===== config.mk =====
export PLATFORM = sky130hd
export DESIGN_NAME = range_prune_agreement_counter
export DESIGN_NICKNAME = d
export VERILOG_FILES = /design/src/rpac_pkg.sv /design/src/range_prune_agreement_counter.sv /design/src/rpac_dist.sv
export VERILOG_INCLUDE_DIRS = /design/src /design/src/src
export SDC_FILE = /design/constraint.sdc
export NUM_CORES = 1
export LEC_CHECK = 0
export ABC_AREA = 1
export BUFFER_PORTS_ARGS = -buffer_cell sky130_fd_sc_hd__buf_2
export CORE_ASPECT_RATIO = 1.2
export CORE_MARGIN = 10
export CORE_UTILIZATION = 60
export DETAILED_ROUTE_END_ITERATION = 10
export HOLD_SLACK_MARGIN = 0.06
export PLACE_DENSITY = 0.8
export SYNTH_ARGS = -nofsm -noshare
export SYNTH_HDL_FRONTEND = slang
export SYNTH_SLANG_ARGS = --single-unit

===== constraint.sdc =====
create_clock -name clk -period 8.45 [get_ports clk]
set_input_delay 0.4225 -clock clk [delete_from_list [all_inputs] [get_ports clk]]
set_output_delay 0.4225 -clock clk [all_outputs]
set_load 0.005 [all_outputs]

===== src/range_prune_agreement_counter_assert.svh =====
// Assertion macros for the range prune agreement counter.
// Used by the RTL files in this folder; needs nothing else.
`ifndef RANGE_PRUNE_AGREEMENT_COUNTER_ASSERT_SVH
`define RANGE_PRUNE_AGREEMENT_COUNTER_ASSERT_SVH

// Condition implies consequence in the same cycle
`define RPAC_ASSERT_SAME(label, clk, rst_n, ante, cons) \
	label: assert property (@(posedge clk) disable iff (!rst_n) (ante) |-> (cons)) \
		else $error("rpac assertion failed");

// Condition implies consequence in the next cycle
`define RPAC_ASSERT_NEXT(label, clk, rst_n, ante, cons) \
	label: assert property (@(posedge clk) disable iff (!rst_n) (ante) |=> (cons)) \
		else $error("rpac assertion failed");

`endif


===== src/rpac_pkg.sv =====
// Shared types and constants for the range prune agreement counter.
// No dependencies; used by rpac_dist and the top level.
`timescale 1ns / 1ps

package rpac_pkg;

	localparam int COORD_W    = 16;
	localparam int MAG_W      = 16;
	localparam int SQ_W       = 32;
	localparam int SUM_W      = 42;
	localparam int DIMS_W     = 11;
	localparam int OUT_CNT_W  = 32;
	localparam int CFG_IDX_W  = 2;

	localparam int MAX_DIMS_DEF   = 1024;
	localparam int COUNT_BITS_DEF = 32;

	localparam logic [DIMS_W-1:0] ORIG_DIMS_RST  = DIMS_W'(128);
	localparam logic [DIMS_W-1:0] TRANS_DIMS_RST = DIMS_W'(32);

	// Configuration register indexes
	typedef enum logic [CFG_IDX_W-1:0] {
		REG_RADIUS     = 2'd0,
		REG_ORIG_DIMS  = 2'd1,
		REG_TRANS_DIMS = 2'd2
	} cfg_reg_t;

	// Per-step control that travels with a coordinate pair
	typedef struct packed {
		logic is_orig;
		logic is_last;
	} step_t;

	// Finished distances of one vector pair
	typedef struct packed {
		logic [SUM_W-1:0] orig;
		logic [SUM_W-1:0] trans;
	} sums_t;

endpackage


===== src/range_prune_agreement_counter.sv =====
// Range prune agreement counter: squared L2 distances in two spaces per vector
// pair, radius check and saturating agreement counts. Depends on rpac_pkg and
// rpac_dist.
//
//   Channel   Handshake                Payload
//   input     in_valid / in_stall      data_coord, query_coord
//   result    out_valid / out_stall    inside_original, inside_transformed,
//                                      in_total, in_agree, out_total, out_agree
//   config    cfg_valid / cfg_ready    cfg_index, cfg_data
//
// One request is taken per cycle while in_stall is low; a pair's last request is
// registered, squared, added into the 42-bit sums and registered as a result.
// Reset clears the sums, position and counts; radius resets to 0, dimensions
// to 128 and 32. cfg_ready is always high.
// A stalled result blocks input only when rpac_dist also holds finished sums and
// a further pair's last request reaches the accumulate stage.
`timescale 1ns / 1ps

module range_prune_agreement_counter #(
	parameter int MAX_DIMS   = rpac_pkg::MAX_DIMS_DEF,
	parameter int COUNT_BITS = rpac_pkg::COUNT_BITS_DEF
) (
	input  logic                                  clk,
	input  logic                                  arst_n,
	input  logic                                  in_valid,
	output logic                                  in_stall,
	input  logic signed [rpac_pkg::COORD_W-1:0]   data_coord,
	input  logic signed [rpac_pkg::COORD_W-1:0]   query_coord,
	output logic                                  out_valid,
	input  logic                                  out_stall,
	output logic                                  inside_original,
	output logic                                  inside_transformed,
	output logic [rpac_pkg::OUT_CNT_W-1:0]        in_total,
	output logic [rpac_pkg::OUT_CNT_W-1:0]        in_agree,
	output logic [rpac_pkg::OUT_CNT_W-1:0]        out_total,
	output logic [rpac_pkg::OUT_CNT_W-1:0]        out_agree,
	input  logic                                  cfg_valid,
	output logic                                  cfg_ready,
	input  logic [rpac_pkg::CFG_IDX_W-1:0]        cfg_index,
	input  logic [rpac_pkg::SUM_W-1:0]            cfg_data
);

	localparam int DIMS_W = rpac_pkg::DIMS_W;
	localparam int POS_W  = $clog2(2 * MAX_DIMS + 1);
	localparam int CMP_W  = (POS_W > DIMS_W) ? POS_W : DIMS_W;

	logic [rpac_pkg::SUM_W-1:0] radius_q;
	logic [DIMS_W-1:0]          orig_dims_q;
	logic [DIMS_W-1:0]          trans_dims_q;

	logic [POS_W-1:0] pos_q;
	logic [POS_W-1:0] pos_next;
	logic [POS_W-1:0] od;
	logic [POS_W-1:0] td;
	logic [POS_W-1:0] total;
	rpac_pkg::step_t  step_in;

	logic                                valid_s1;
	logic signed [rpac_pkg::COORD_W-1:0] data_s1;
	logic signed [rpac_pkg::COORD_W-1:0] query_s1;
	rpac_pkg::step_t                     step_s1;
	logic                                s1_ready;
	logic                                accept;

	logic            dist_in_ready;
	logic            dist_out_valid;
	logic            dist_out_ready;
	rpac_pkg::sums_t dist_sums;

	logic                  res_valid_q;
	logic                  res_load;
	logic                  in_o;
	logic                  in_t;
	logic                  inside_o_q;
	logic                  inside_t_q;
	logic [COUNT_BITS-1:0] in_total_q;
	logic [COUNT_BITS-1:0] in_agree_q;
	logic [COUNT_BITS-1:0] out_total_q;
	logic [COUNT_BITS-1:0] out_agree_q;

	function automatic logic [POS_W-1:0] clamp_dims(input logic [DIMS_W-1:0] d);
		logic [CMP_W-1:0] dx;
		dx = CMP_W'(d);
		if (dx == '0) begin
			clamp_dims = POS_W'(1);
		end else if (dx > CMP_W'(MAX_DIMS)) begin
			clamp_dims = POS_W'(MAX_DIMS);
		end else begin
			clamp_dims = POS_W'(dx);
		end
	endfunction

	function automatic logic [COUNT_BITS-1:0] sat_inc(input logic [COUNT_BITS-1:0] c);
		sat_inc = (c == {COUNT_BITS{1'b1}}) ? c : c + 1'b1;
	endfunction

	// Write configuration registers
	assign cfg_ready = 1'b1;

	always_ff @(posedge clk or negedge arst_n) begin
		if (!arst_n) begin
			radius_q     <= '0;
			orig_dims_q  <= rpac_pkg::ORIG_DIMS_RST;
			trans_dims_q <= rpac_pkg::TRANS_DIMS_RST;
		end else if (cfg_valid && cfg_ready) begin
			case (rpac_pkg::cfg_reg_t'(cfg_index))
				rpac_pkg::REG_RADIUS:     radius_q     <= cfg_data;
				rpac_pkg::REG_ORIG_DIMS:  orig_dims_q  <= cfg_data[DIMS_W-1:0];
				rpac_pkg::REG_TRANS_DIMS: trans_dims_q <= cfg_data[DIMS_W-1:0];
				default: ;
			endcase
		end
	end

	// Classify the incoming request by its position in the vector pair
	assign od       = clamp_dims(orig_dims_q);
	assign td       = clamp_dims(trans_dims_q);
	assign total    = od + td;
	assign pos_next = pos_q + 1'b1;
	assign step_in.is_orig = pos_q < od;
	assign step_in.is_last = pos_next >= total;

	assign s1_ready = !valid_s1 || dist_in_ready;
	assign in_stall = !s1_ready;
	assign accept   = in_valid && s1_ready;

	// Advance the position; wrap after the last coordinate of a pair
	always_ff @(posedge clk or negedge arst_n) begin
		if (!arst_n) begin
			pos_q <= '0;
		end else if (accept) begin
			pos_q <= step_in.is_last ? '0 : pos_next;
		end
	end

	// Input register
	always_ff @(posedge clk or negedge arst_n) begin
		if (!arst_n) begin
			valid_s1 <= 1'b0;
		end else if (s1_ready) begin
			valid_s1 <= in_valid;
		end
	end

	always_ff @(posedge clk) begin
		if (accept) begin
			data_s1  <= data_coord;
			query_s1 <= query_coord;
			step_s1  <= step_in;
		end
	end

	rpac_dist u_dist (
		.clk       (clk),
		.arst_n    (arst_n),
		.in_valid  (valid_s1),
		.in_ready  (dist_in_ready),
		.in_data   (data_s1),
		.in_query  (query_s1),
		.in_step   (step_s1),
		.out_valid (dist_out_valid),
		.out_ready (dist_out_ready),
		.out_sums  (dist_sums)
	);

	// Compare with the radius and update the counts as a result loads
	assign dist_out_ready = !res_valid_q || !out_stall;
	assign res_load       = dist_out_valid && dist_out_ready;
	assign in_o           = dist_sums.orig <= radius_q;
	assign in_t           = dist_sums.trans <= radius_q;

	always_ff @(posedge clk or negedge arst_n) begin
		if (!arst_n) begin
			res_valid_q <= 1'b0;
			in_total_q  <= '0;
			in_agree_q  <= '0;
			out_total_q <= '0;
			out_agree_q <= '0;
		end else begin
			if (dist_out_ready) begin
				res_valid_q <= dist_out_valid;
			end
			if (res_load) begin
				if (in_o) begin
					in_total_q <= sat_inc(in_total_q);
					if (in_t) begin
						in_agree_q <= sat_inc(in_agree_q);
					end
				end else begin
					out_total_q <= sat_inc(out_total_q);
					if (!in_t) begin
						out_agree_q <= sat_inc(out_agree_q);
					end
				end
			end
		end
	end

	always_ff @(posedge clk) begin
		if (res_load) begin
			inside_o_q <= in_o;
			inside_t_q <= in_t;
		end
	end

	// Counts only change when a result loads, so they drive the outputs directly
	assign out_valid          = res_valid_q;
	assign inside_original    = inside_o_q;
	assign inside_transformed = inside_t_q;
	assign in_total           = rpac_pkg::OUT_CNT_W'(in_total_q);
	assign in_agree           = rpac_pkg::OUT_CNT_W'(in_agree_q);
	assign out_total          = rpac_pkg::OUT_CNT_W'(out_total_q);
	assign out_agree          = rpac_pkg::OUT_CNT_W'(out_agree_q);

	`include "range_prune_agreement_counter_assert.svh"

	`RPAC_ASSERT_SAME(a_in_agree_le_total, clk, arst_n, 1'b1, in_agree_q <= in_total_q)
	`RPAC_ASSERT_SAME(a_out_agree_le_total, clk, arst_n, 1'b1, out_agree_q <= out_total_q)
	`RPAC_ASSERT_SAME(a_pos_bounded, clk, arst_n, 1'b1, pos_q < POS_W'(2 * MAX_DIMS))
	`RPAC_ASSERT_NEXT(a_last_wraps_pos, clk, arst_n, accept && step_in.is_last, pos_q == '0)
	`RPAC_ASSERT_NEXT(a_counts_follow_result, clk, arst_n, res_load,
		(in_total_q + out_total_q) != ($past(in_total_q) + $past(out_total_q))
		|| in_total_q == {COUNT_BITS{1'b1}} || out_total_q == {COUNT_BITS{1'b1}})

endmodule


===== src/rpac_dist.sv =====
// Squared-difference stage and the two distance accumulators.
// Depends on rpac_pkg; instantiated by range_prune_agreement_counter.
`timescale 1ns / 1ps

module rpac_dist (
	input  logic                                clk,
	input  logic                                arst_n,
	input  logic                                in_valid,
	output logic                                in_ready,
	input  logic signed [rpac_pkg::COORD_W-1:0] in_data,
	input  logic signed [rpac_pkg::COORD_W-1:0] in_query,
	input  rpac_pkg::step_t                     in_step,
	output logic                                out_valid,
	input  logic                                out_ready,
	output rpac_pkg::sums_t                     out_sums
);

	localparam int SUM_W = rpac_pkg::SUM_W;

	logic signed [rpac_pkg::COORD_W:0] diff;
	logic [rpac_pkg::MAG_W-1:0]        mag;
	logic [rpac_pkg::SQ_W-1:0]         sq;

	logic                      valid_s2;
	logic [rpac_pkg::SQ_W-1:0] sq_s2;
	rpac_pkg::step_t           step_s2;

	logic [SUM_W-1:0] orig_sum_q;
	logic [SUM_W-1:0] trans_sum_q;
	logic [SUM_W:0]   orig_add;
	logic [SUM_W:0]   trans_add;
	logic [SUM_W-1:0] orig_new;
	logic [SUM_W-1:0] trans_new;

	logic            valid_s3;
	rpac_pkg::sums_t sums_s3;
	logic            s3_ready;
	logic            take_s2;
	logic            load_s2;

	// Square the coordinate difference; the magnitude fits in 16 bits
	assign diff = {in_data[rpac_pkg::COORD_W-1], in_data}
		- {in_query[rpac_pkg::COORD_W-1], in_query};
	assign mag  = diff[rpac_pkg::COORD_W] ? rpac_pkg::MAG_W'(-diff)
		: diff[rpac_pkg::MAG_W-1:0];
	assign sq   = mag * mag;

	// Handshake between square, accumulate and result stages
	assign s3_ready = !valid_s3 || out_ready;
	assign take_s2  = valid_s2 && (!step_s2.is_last || s3_ready);
	assign in_ready = !valid_s2 || take_s2;
	assign load_s2  = in_valid && in_ready;

	// Hold the squared term for the accumulate stage
	always_ff @(posedge clk or negedge arst_n) begin
		if (!arst_n) begin
			valid_s2 <= 1'b0;
		end else if (in_ready) begin
			valid_s2 <= in_valid;
		end
	end

	always_ff @(posedge clk) begin
		if (load_s2) begin
			sq_s2   <= sq;
			step_s2 <= in_step;
		end
	end

	// Saturating add into the sum of the step's space
	assign orig_add  = {1'b0, orig_sum_q} + (SUM_W + 1)'(sq_s2);
	assign trans_add = {1'b0, trans_sum_q} + (SUM_W + 1)'(sq_s2);
	assign orig_new  = orig_add[SUM_W] ? {SUM_W{1'b1}} : orig_add[SUM_W-1:0];
	assign trans_new = trans_add[SUM_W] ? {SUM_W{1'b1}} : trans_add[SUM_W-1:0];

	// Advance the accumulators; clear them once a pair is handed on
	always_ff @(posedge clk or negedge arst_n) begin
		if (!arst_n) begin
			orig_sum_q  <= '0;
			trans_sum_q <= '0;
		end else if (take_s2) begin
			if (step_s2.is_last) begin
				orig_sum_q  <= '0;
				trans_sum_q <= '0;
			end else if (step_s2.is_orig) begin
				orig_sum_q <= orig_new;
			end else begin
				trans_sum_q <= trans_new;
			end
		end
	end

	// Hold the finished sums until the result stage takes them
	always_ff @(posedge clk or negedge arst_n) begin
		if (!arst_n) begin
			valid_s3 <= 1'b0;
		end else if (take_s2 && step_s2.is_last) begin
			valid_s3 <= 1'b1;
		end else if (out_ready) begin
			valid_s3 <= 1'b0;
		end
	end

	always_ff @(posedge clk) begin
		if (take_s2 && step_s2.is_last) begin
			sums_s3.orig  <= step_s2.is_orig ? orig_new : orig_sum_q;
			sums_s3.trans <= step_s2.is_orig ? trans_sum_q : trans_new;
		end
	end

	assign out_valid = valid_s3;
	assign out_sums  = sums_s3;

	`include "range_prune_agreement_counter_assert.svh"

	`RPAC_ASSERT_NEXT(a_last_clears_sums, clk, arst_n, take_s2 && step_s2.is_last,
		orig_sum_q == '0 && trans_sum_q == '0)
	`RPAC_ASSERT_SAME(a_pending_result_blocks, clk, arst_n,
		valid_s3 && !out_ready && valid_s2 && step_s2.is_last, !take_s2)
	`RPAC_ASSERT_NEXT(a_result_held, clk, arst_n, valid_s3 && !out_ready,
		valid_s3 && $stable(sums_s3))

endmodule


* After elaboration in Yosys (flattened, before gate mapping)
Index checks and enable logic that the tools add are counted.
** Storage, ports and cells
- Register bits after elaboration :: 446
- Output and inout port bits :: 133
** Operators by class
- Add/subtract/negate cells :: 10
- Multipliers :: 1
- Order comparisons :: 6
- Equal/unequal tests :: 6
- Multiplexer cells :: 14
- Bitwise operators :: 6
- Reductions and logical operators :: 28
** Operators with widths (count)
- 42-bit two-way mux :: 6
- 32-bit by 1-bit adder with 32-bit output (second input constant) :: 4
- 32-bit equality test (second input constant) :: 4
- 42-bit by 32-bit adder with 43-bit output :: 2
- 42-bit <= comparator :: 2
- 11-bit two-way mux :: 4
- 16-bit by 16-bit multiplier with 32-bit output :: 1
- 11-bit greater-than comparator (second input constant) :: 2
- 11-bit logical NOT :: 2
- 16-bit by 16-bit subtractor with 17-bit output :: 1
- 16-bit two-way mux :: 1
- 16-bit negator :: 1
- 12-bit by 1-bit adder with 12-bit output (second input constant) :: 1
- 12-bit adder :: 1
- 12-bit greater-or-equal comparator :: 1
- 12-bit < comparator :: 1
- 12-bit two-way mux :: 1
- 4-bit AND reduction :: 2
- 1-bit logical NOT :: 7
- 1-bit NOT :: 6
- 2-bit AND reduction :: 3
- 3-bit AND reduction :: 2
- 1-bit logical AND :: 5
- 1-bit logical OR :: 5
- 5 further kinds :: 6

* Logic depth before layout (Yosys ltp)
Gate-level depths: netlist of the first run.
- Word-level depth :: 8
- Depth in mapped cells :: 44
- Mapped depth without buffers :: 44

* Cells and area by module
Synthesis of the first run repeated with hierarchy kept, for this count alone.
** Unflattened totals
- Cells, all modules :: 4786
- Area total of the unflattened synthesis :: 36819.1 um^2
** Modules (own cells, without submodules)
- rpac_dist :: times used 1, cells each 2790, area an instance 21433.1 um^2
- range_prune_agreement_counter :: times used 1, cells each 1996, area an instance 15386.0 um^2

* Least setup slack after synthesis of the first run
OpenSTA, ideal clock, no wires.
- Kind :: reg2reg
- Start :: register query_s1[0] in the netlist's numbering
- End :: register u_dist.sq_s2[26] in the netlist's numbering (data pin)
- Setup time :: 265 ps
- Arrival :: 7051 ps
- Required time :: 8185 ps
- Slack :: 1134 ps
- Cell stages (with the launch flop) :: 33
- Path buffers :: 1
- Clock period less this slack :: 7316 ps
- Path through :: edfxtp_1 > ha_1 > fa_1 > ha_1 > a21boi_0 > nand3_1 > nor2_1 > nand3_1 > nor2_2 > nand3_1 > nand2_1 > nand2_1 > nand2_1 > buf_4 > nor2_1 > fa_1 > inv_1 > fa_1 > inv_1 > fa_1 > inv_1 > fa_1 > fa_1 > inv_1 > fa_1 > ha_1 > a21oi_1 > o21ai_0 > a21oi_1 > o21ai_0 > a21boi_0 > o21ai_0 > xor2_1
** On the way
- Cells in the longest elaborated chain, start to end :: 4
** Ends and longest elaborated chain
- start: declaration :: RTL line range_prune_agreement_counter.sv:60 : logic signed [rpac_pkg::COORD_W-1:0] query_s1;
- start signal: assignment :: RTL line range_prune_agreement_counter.sv:148 : query_s1 <= query_coord;
- 16-bit by 16-bit subtractor with 17-bit output (*) :: RTL line rpac_dist.sv:43 : - {in_query[rpac_pkg::COORD_W-1], in_query};
- 16-bit negator :: RTL line rpac_dist.sv:44 : assign mag = diff[rpac_pkg::COORD_W] ? rpac_pkg::MAG_W'(-diff)
- 16-bit two-way mux (*) :: RTL line rpac_dist.sv:44
- 16-bit by 16-bit multiplier with 32-bit output (*) :: RTL line rpac_dist.sv:46 : assign sq = mag * mag;
- via u_dist.sq, one bit :: RTL line rpac_dist.sv:22 : logic [rpac_pkg::SQ_W-1:0] sq;
- end signal: assignment :: RTL line rpac_dist.sv:65 : sq_s2 <= sq;
- end: declaration :: RTL line rpac_dist.sv:25 : logic [rpac_pkg::SQ_W-1:0] sq_s2;
The timed path passes the listed nets; every way through them passes the cells marked *.
A chain may end at the register's enable or synchronous reset.

* Final worst setup path of the first run
- Start :: register query_s1[0] in the netlist's numbering
- End :: register u_dist.sq_s2[24] in the netlist's numbering (data pin)
The elaborated chain is that of the path after synthesis.

==> results of run 1 <==
-- registers in the layout, indices dropped and copies added, names as in the netlist, 2 cells and up --
signal / count
u_dist.out_sums: 84
step_s1: 2
in_agree: 32
u_dist.sq_s2: 31
out_total: 32
u_dist.trans_sum_q: 42
in_total: 32
out_agree: 32
query_s1: 16
trans_dims_q: 11
u_dist.orig_sum_q: 42
radius_q: 42
data_s1: 16
orig_dims_q: 11
u_dist.step_s2: 2
pos_q: 12
-- cells in the mapped netlist, drive strengths merged, types with 16 or more instances --
library cell and n:
nand2 1220, inv 750, nor2 458, ha 302, dfrtp 290, nand3 242
a21oi 225, o21ai 216, xor2 169, fa 166, edfxtp 153, nor3 94
clkbuf 59, nand4 56, xnor2 54, nor4 47, o211ai 47, buf 46
o21a 39, a21boi 26, or2 23, nand3b 20, a31oi 18, a21o 16
-- cell type report --
cell class              count  area, um^2  area share, %
clock inverters            26         355          0.866
diodes                      2        5.00         0.0122
repair buffers            284        1740           4.25
well taps                 808        1010           2.46
inverters                 750        2820           6.87
clock buffers              65        1330           3.23
multi-input cells        3475       21900           53.3
flip-flops and latches    445       11900           29.0
-- cell usage in the layout, fill, tap and decap left out, drive strengths merged, types with 169 or more instances in the layout --
master / count
a21oi: 225
buf: 241
dfrtp: 290
ha: 302
inv: 753
nand2: 1220
nand3: 242
nor2: 458
o21ai: 216
xor2: 169
-- per-stage QoR --
stage	util [%]	area (um^2)	cells	hold WS, ns	setup slack (ns)
3_3_place_gp	63.8	38900	5714	0.404	0.614
6_report	67.3	41000	5855	0.0865	0.484
2_1_floorplan	-	37100	4775	0.127	1.13
4_1_cts	67.2	41000	5848	0.0602	0.386
5_1_grt	67.3	41000	5855	0.0751	0.00206
3_5_place_dp	63.8	38900	5714	0.411	0.422
-- worst paths after layout --
path | end | start | cells past startpoint
max | u_dist.sq_s2[24] | query_s1[0] | 31
min | radius_q[35] | cfg_data[35] | 3
max reg2reg | u_dist.sq_s2[24] | query_s1[0] | 31
min reg2reg | u_dist.step_s2[0] | step_s1[0] | 0
max in group asynchronous | u_dist.trans_sum_q[25] | arst_n | 3
min in group asynchronous | in_agree[21] | arst_n | 2
-- routing by layer --
layer  vias up  share of wire [%]  GRT usage (%)  routed length, um
li1      15900                  -              -                  -
met1     15200                 39           33.1              39900
met4         0                4.8           13.1               4870
met2      1081                 50           49.7              51400
met5         -                  0              0                  0
met3       258                5.6           3.39               5700
-- timing repair --
| item | in CTS | in global routing |
|---|---|---|
| hold buffers | 43 | 0 |
| setup buffers | 0 | 5 |
| endpoints found under the setup margin | 0 | 5 |
| hold endpoints to repair | 133 | 0 |
| gates resized for setup | 0 | 5 |
-- worst max-delay path, delay by kind of cell (launching register included) --
kind	cells	cell delay [ns]
adder cells (fa/ha/maj)	10	4.26
AO/OA/AOI/OAI	7	1.36
AND/OR/NAND/NOR	9	1.15
flip-flops	1	0.38
buffers and inverters	4	0.37
XOR/XNOR	1	0.16
-- cell families after synthesis --
kind of cell	share of synthesized area (%)
AOI/OAI and AO/OA	9.46
xor gates and xnor gates	5.42
adders and majority gates	19.2
buffers and inverters	9.00
DFF	32.1
other	0.0101
and+or+nand+nor	24.8
==> results.sh, run 1 <==
export IMPL_ys_ff_latch=445
export IMPL_drtPass1Iterations=6
export IMPL_fmax_ghz=0.126
export IMPL_clock_sinks=445
export IMPL_async_flop_share_pct=65.6
export IMPL_rows=99
export IMPL_syn_avg_cell_area_um2=7.76
export IMPL_synthFlopType="dfrtp_1"
export IMPL_die_h_um=292
export IMPL_path_max_fanout=6
export IMPL_synth_cell_types=57
export IMPL_cts_made_buffers=49
export IMPL_netlist_instances=4775
export IMPL_status="completed"
export IMPL_maxCapViolations=0
export IMPL_setup_viol=0
export IMPL_critPathKind="reg2reg"
export IMPL_fill_cells=5056
export IMPL_post_route_min_period_ns=7.97
export IMPL_worst_pin_slew_ns=1.06
export IMPL_overflow=0
export IMPL_critPathCaptureType="flop"
export IMPL_cpMostUsedCell="fa_1"
export IMPL_relSlewSlack_pct=28.8
export IMPL_post_drt_via_cell_ratio=5.54
export IMPL_clk_pin_slew_worst_paths_ns=0.06
export IMPL_die_w_um=247
export IMPL_ys_seq_area_share_pct=32.1
export IMPL_wirelength_mm=102
export IMPL_cts_tree="done"
export IMPL_postRouteAntennaNets=0
export IMPL_drc=0
export IMPL_yosys_area_top_type_share_pct=19.6
export IMPL_first_global_vias=32400
export IMPL_startpoint_type="flop"
export IMPL_synth_edf_count=153
export IMPL_floorplan_initialDensity_pct=60.8
export IMPL_yosys_warnings=0
export IMPL_fin_skew_ns=0.0260
export IMPL_gr_usage_all_layers_pct=28.0
export IMPL_syn_num_nets=5324
export IMPL_fin_nets=5554
export IMPL_worstPathArrival_ns=8.30
export IMPL_route_detailed_wl_per_inst_um=17.4
export IMPL_hold_viol=0
export IMPL_clk_insertion_delay_late_ns=0.61
export IMPL_port_buffers=212
export IMPL_syn_to_final_growth_pct=10.7
export IMPL_syn_cell_area_mm2=0.0371
export IMPL_io_pins=214
export IMPL_cts_root_buffer="clkbuf_16"
export IMPL_core_area_mm2=0.0609
export IMPL_drive_gt1_share_pct=8.31
export IMPL_grt_start_max_net_pins=134
export IMPL_rsz0062_at_grt="false"
export IMPL_dieArea_mm2=0.0722
export IMPL_clockBufferDepth=3
export IMPL_worstHoldPathType="in2reg"
export IMPL_r2r_slack_ns=0.48
export IMPL_grt_first_pass_wirelength_mm=164
export IMPL_cts_max_level=2
export IMPL_gp_congestion=0.978
export IMPL_slew_viol_final=0
export IMPL_synth_top_cell_by_area="dfrtp_1"
export IMPL_ys_top_cells_by_area="dfrtp_1 (20%), edfxtp_1 (12%), nand2_1 (12%), ha_1 (10%), fa_1 (9.0%)"
export IMPL_fin_setup_tns_ns=0
export IMPL_slowest_delay_ns=0.55
export IMPL_min_period_over_period_pct=94.3
export IMPL_hpwl_mm=80.2
export IMPL_vias=32400
export IMPL_drt_iter0_markers=2260
export IMPL_critical_path_slowest_cell="fa_1"
export IMPL_cp_data_required_time_ns=8.79
export IMPL_antenna_found_initial=2
Power of run 1 is left out: the tool's default activity adds up to more than one toggle a clock period on the data nets, which glitch-free logic cannot reach.
==> run 2: changes to the inputs <==
--- a/config.mk
+++ b/config.mk
@@ -13,7 +13,7 @@
 export CORE_UTILIZATION = 60
 export DETAILED_ROUTE_END_ITERATION = 10
 export HOLD_SLACK_MARGIN = 0.06
-export PLACE_DENSITY = 0.8
+export PLACE_DENSITY = 0.82
 export SYNTH_ARGS = -nofsm -noshare
 export SYNTH_HDL_FRONTEND = slang
 export SYNTH_SLANG_ARGS = --single-unit
==> run 2 against run 1 <==
Against the previous run: sequential cell count stayed put; critical path depth rose by 2; worst hold slack lost 0.0037 ns; via count rose by 0.76%; global-route usage grew 0.64 points; final cell count about the same; die area unchanged; setup slack got worse by 0.056 ns; clock skew shrank 0.0097 ns; critical endpoint unchanged; sequential share of layout area is essentially flat.
==> results.sh, run 2 (synthesized netlist as in run 1, its figures left out) <==
export IMPL_wl_met2_mm=52.3
export IMPL_overflow=0
export IMPL_slew_viol_final=0
export IMPL_critPathBufInv=7
export IMPL_maxCapViolations=0
export IMPL_rows=99
export IMPL_die_w_um=247
export IMPL_fin_skew_ns=0.0163
export IMPL_clock_sinks=445
export IMPL_cts_root_buffer="clkbuf_16"
export IMPL_critPathLaunch="query_s1[0]"
export IMPL_diodes=0
export IMPL_cts_max_level=2
export IMPL_first_global_vias=32400
export IMPL_clk_insertion_delay_late_ns=0.60
export IMPL_wirelength_mm=103
export IMPL_drc=0
export IMPL_largest_register_ff_count=84
export IMPL_cts_tree="done"
export IMPL_critPathKind="reg2reg"
export IMPL_setup_viol=0
export IMPL_path_max_fanout=14
export IMPL_drive_gt1_share_pct=8.45
export IMPL_antenna_found_initial=0
export IMPL_port_buffers=212
export IMPL_fmax_ghz=0.125
export IMPL_drtPass1Iterations=6
export IMPL_slowest_delay_ns=0.56
export IMPL_final_common_cell="nand2_1"
export IMPL_relSlewSlack_pct=20.0
export IMPL_hold_viol=0
export IMPL_worstPathArrival_ns=8.35
export IMPL_grt_start_max_net_pins=112
export IMPL_startpoint_type="flop"
export IMPL_dieArea_mm2=0.0722
export IMPL_worstHoldPathType="in2reg"
export IMPL_critical_path_slowest_cell="fa_1"
export IMPL_syn_to_final_growth_pct=10.8
export IMPL_postRouteAntennaNets=0
export IMPL_clockBufferDepth=3
export IMPL_io_pins=214
export IMPL_crit_family="adder cells"
export IMPL_cp_data_required_time_ns=8.78
export IMPL_cpMostUsedCell="fa_1"
export IMPL_rsz0062_at_grt="false"
export IMPL_die_h_um=292
export IMPL_vias=32700
export IMPL_wl_met1_mm=40.0
export IMPL_hpwl_mm=80.7
export IMPL_gr_usage_all_layers_pct=28.6
export IMPL_critPathCaptureType="flop"
export IMPL_final_cell_mix="nand2_1 (1201), inv_1 (729), nor2_1 (435), ha_1 (302), dfrtp_1 (290)"
export IMPL_highest_layer="met4"
export IMPL_post_route_min_period_ns=8.02
export IMPL_cts_made_buffers=49
export IMPL_fin_setup_tns_ns=0
export IMPL_clk_pin_slew_worst_paths_ns=0.06
export IMPL_route_detailed_wl_per_inst_um=17.6
export IMPL_r2r_start="query_s1[0]"
export IMPL_post_drt_via_cell_ratio=5.58
export IMPL_worst_pin_slew_ns=1.19
export IMPL_met3_wirelength_mm=5.91
export IMPL_min_period_over_period_pct=94.9
export IMPL_gp_congestion=1.02
export IMPL_fin_nets=5550
export IMPL_status="completed"
export IMPL_drt_iter0_markers=2477
export IMPL_grt_first_pass_wirelength_mm=167
export IMPL_core_area_mm2=0.0609
export IMPL_floorplan_initialDensity_pct=60.8
export IMPL_worstHoldStart="cfg_data[35]"
==> run 2: stage by stage <==
step | worst slack, ns | instances | hold WS (ns) | utilization [%] | cell area (um^2)
2_1_floorplan | 1.13 | 4775 | 0.127 | - | 37100
3_3_place_gp | 0.554 | 5715 | 0.407 | 63.7 | 38900
3_5_place_dp | 0.338 | 5715 | 0.411 | 63.7 | 38900
4_1_cts | 0.329 | 5850 | 0.0629 | 67.3 | 41000
5_1_grt | 0.00447 | 5850 | 0.0828 | 67.4 | 41100
6_report | 0.428 | 5850 | 0.0828 | 67.4 | 41100
==> run 2: per-layer routing <==
| layer | global-route usage [%] | up-vias |
|---|---|---|
| met3 | 3.29 | 283 |
| met5 | 0 | - |
| met1 | 33.9 | 15400 |
| met4 | 12.6 | 0 |
| li1 | - | 15800 |
| met2 | 51.2 | 1158 |
==> run 2: path summary, 6_finish.rpt <==
check                                         endpoint  slack (ns)  cells after the start
worst max-delay path                  u_dist.sq_s2[24]        0.43                     33
worst max register to register        u_dist.sq_s2[24]        0.43                     33
worst min-delay path                      radius_q[35]        0.08                      3
max in group asynchronous       u_dist.trans_sum_q[23]        5.85                      4
min in group asynchronous                 in_agree[14]        0.46                      2
worst min register to register       u_dist.step_s2[0]        0.43                      0
==> run 2: what timing repair did <==
item,in CTS,in global routing
gates resized for setup,0,15
endpoints found under the hold margin,151,0
buffers inserted,0,0
hold buffers,43,0
setup endpoints to repair,0,7
==> run 2: tightest hold or removal path, stage by stage <==
cell,delay [ns]
buf_2,0.08
nor2_1,0.04
a21oi_1,0.10
==> run 2: final cells by class <==
type | instances | area, um^2
multi-input combinational | 3475 | 21900
inverter | 750 | 2820
tap | 808 | 1010
timing repair buffer | 280 | 1690
fill | 5058 | 19900
clock inverter | 25 | 308
sequential | 445 | 11900
clock buffer | 67 | 1420
Power of run 2 is left out for the same reason.
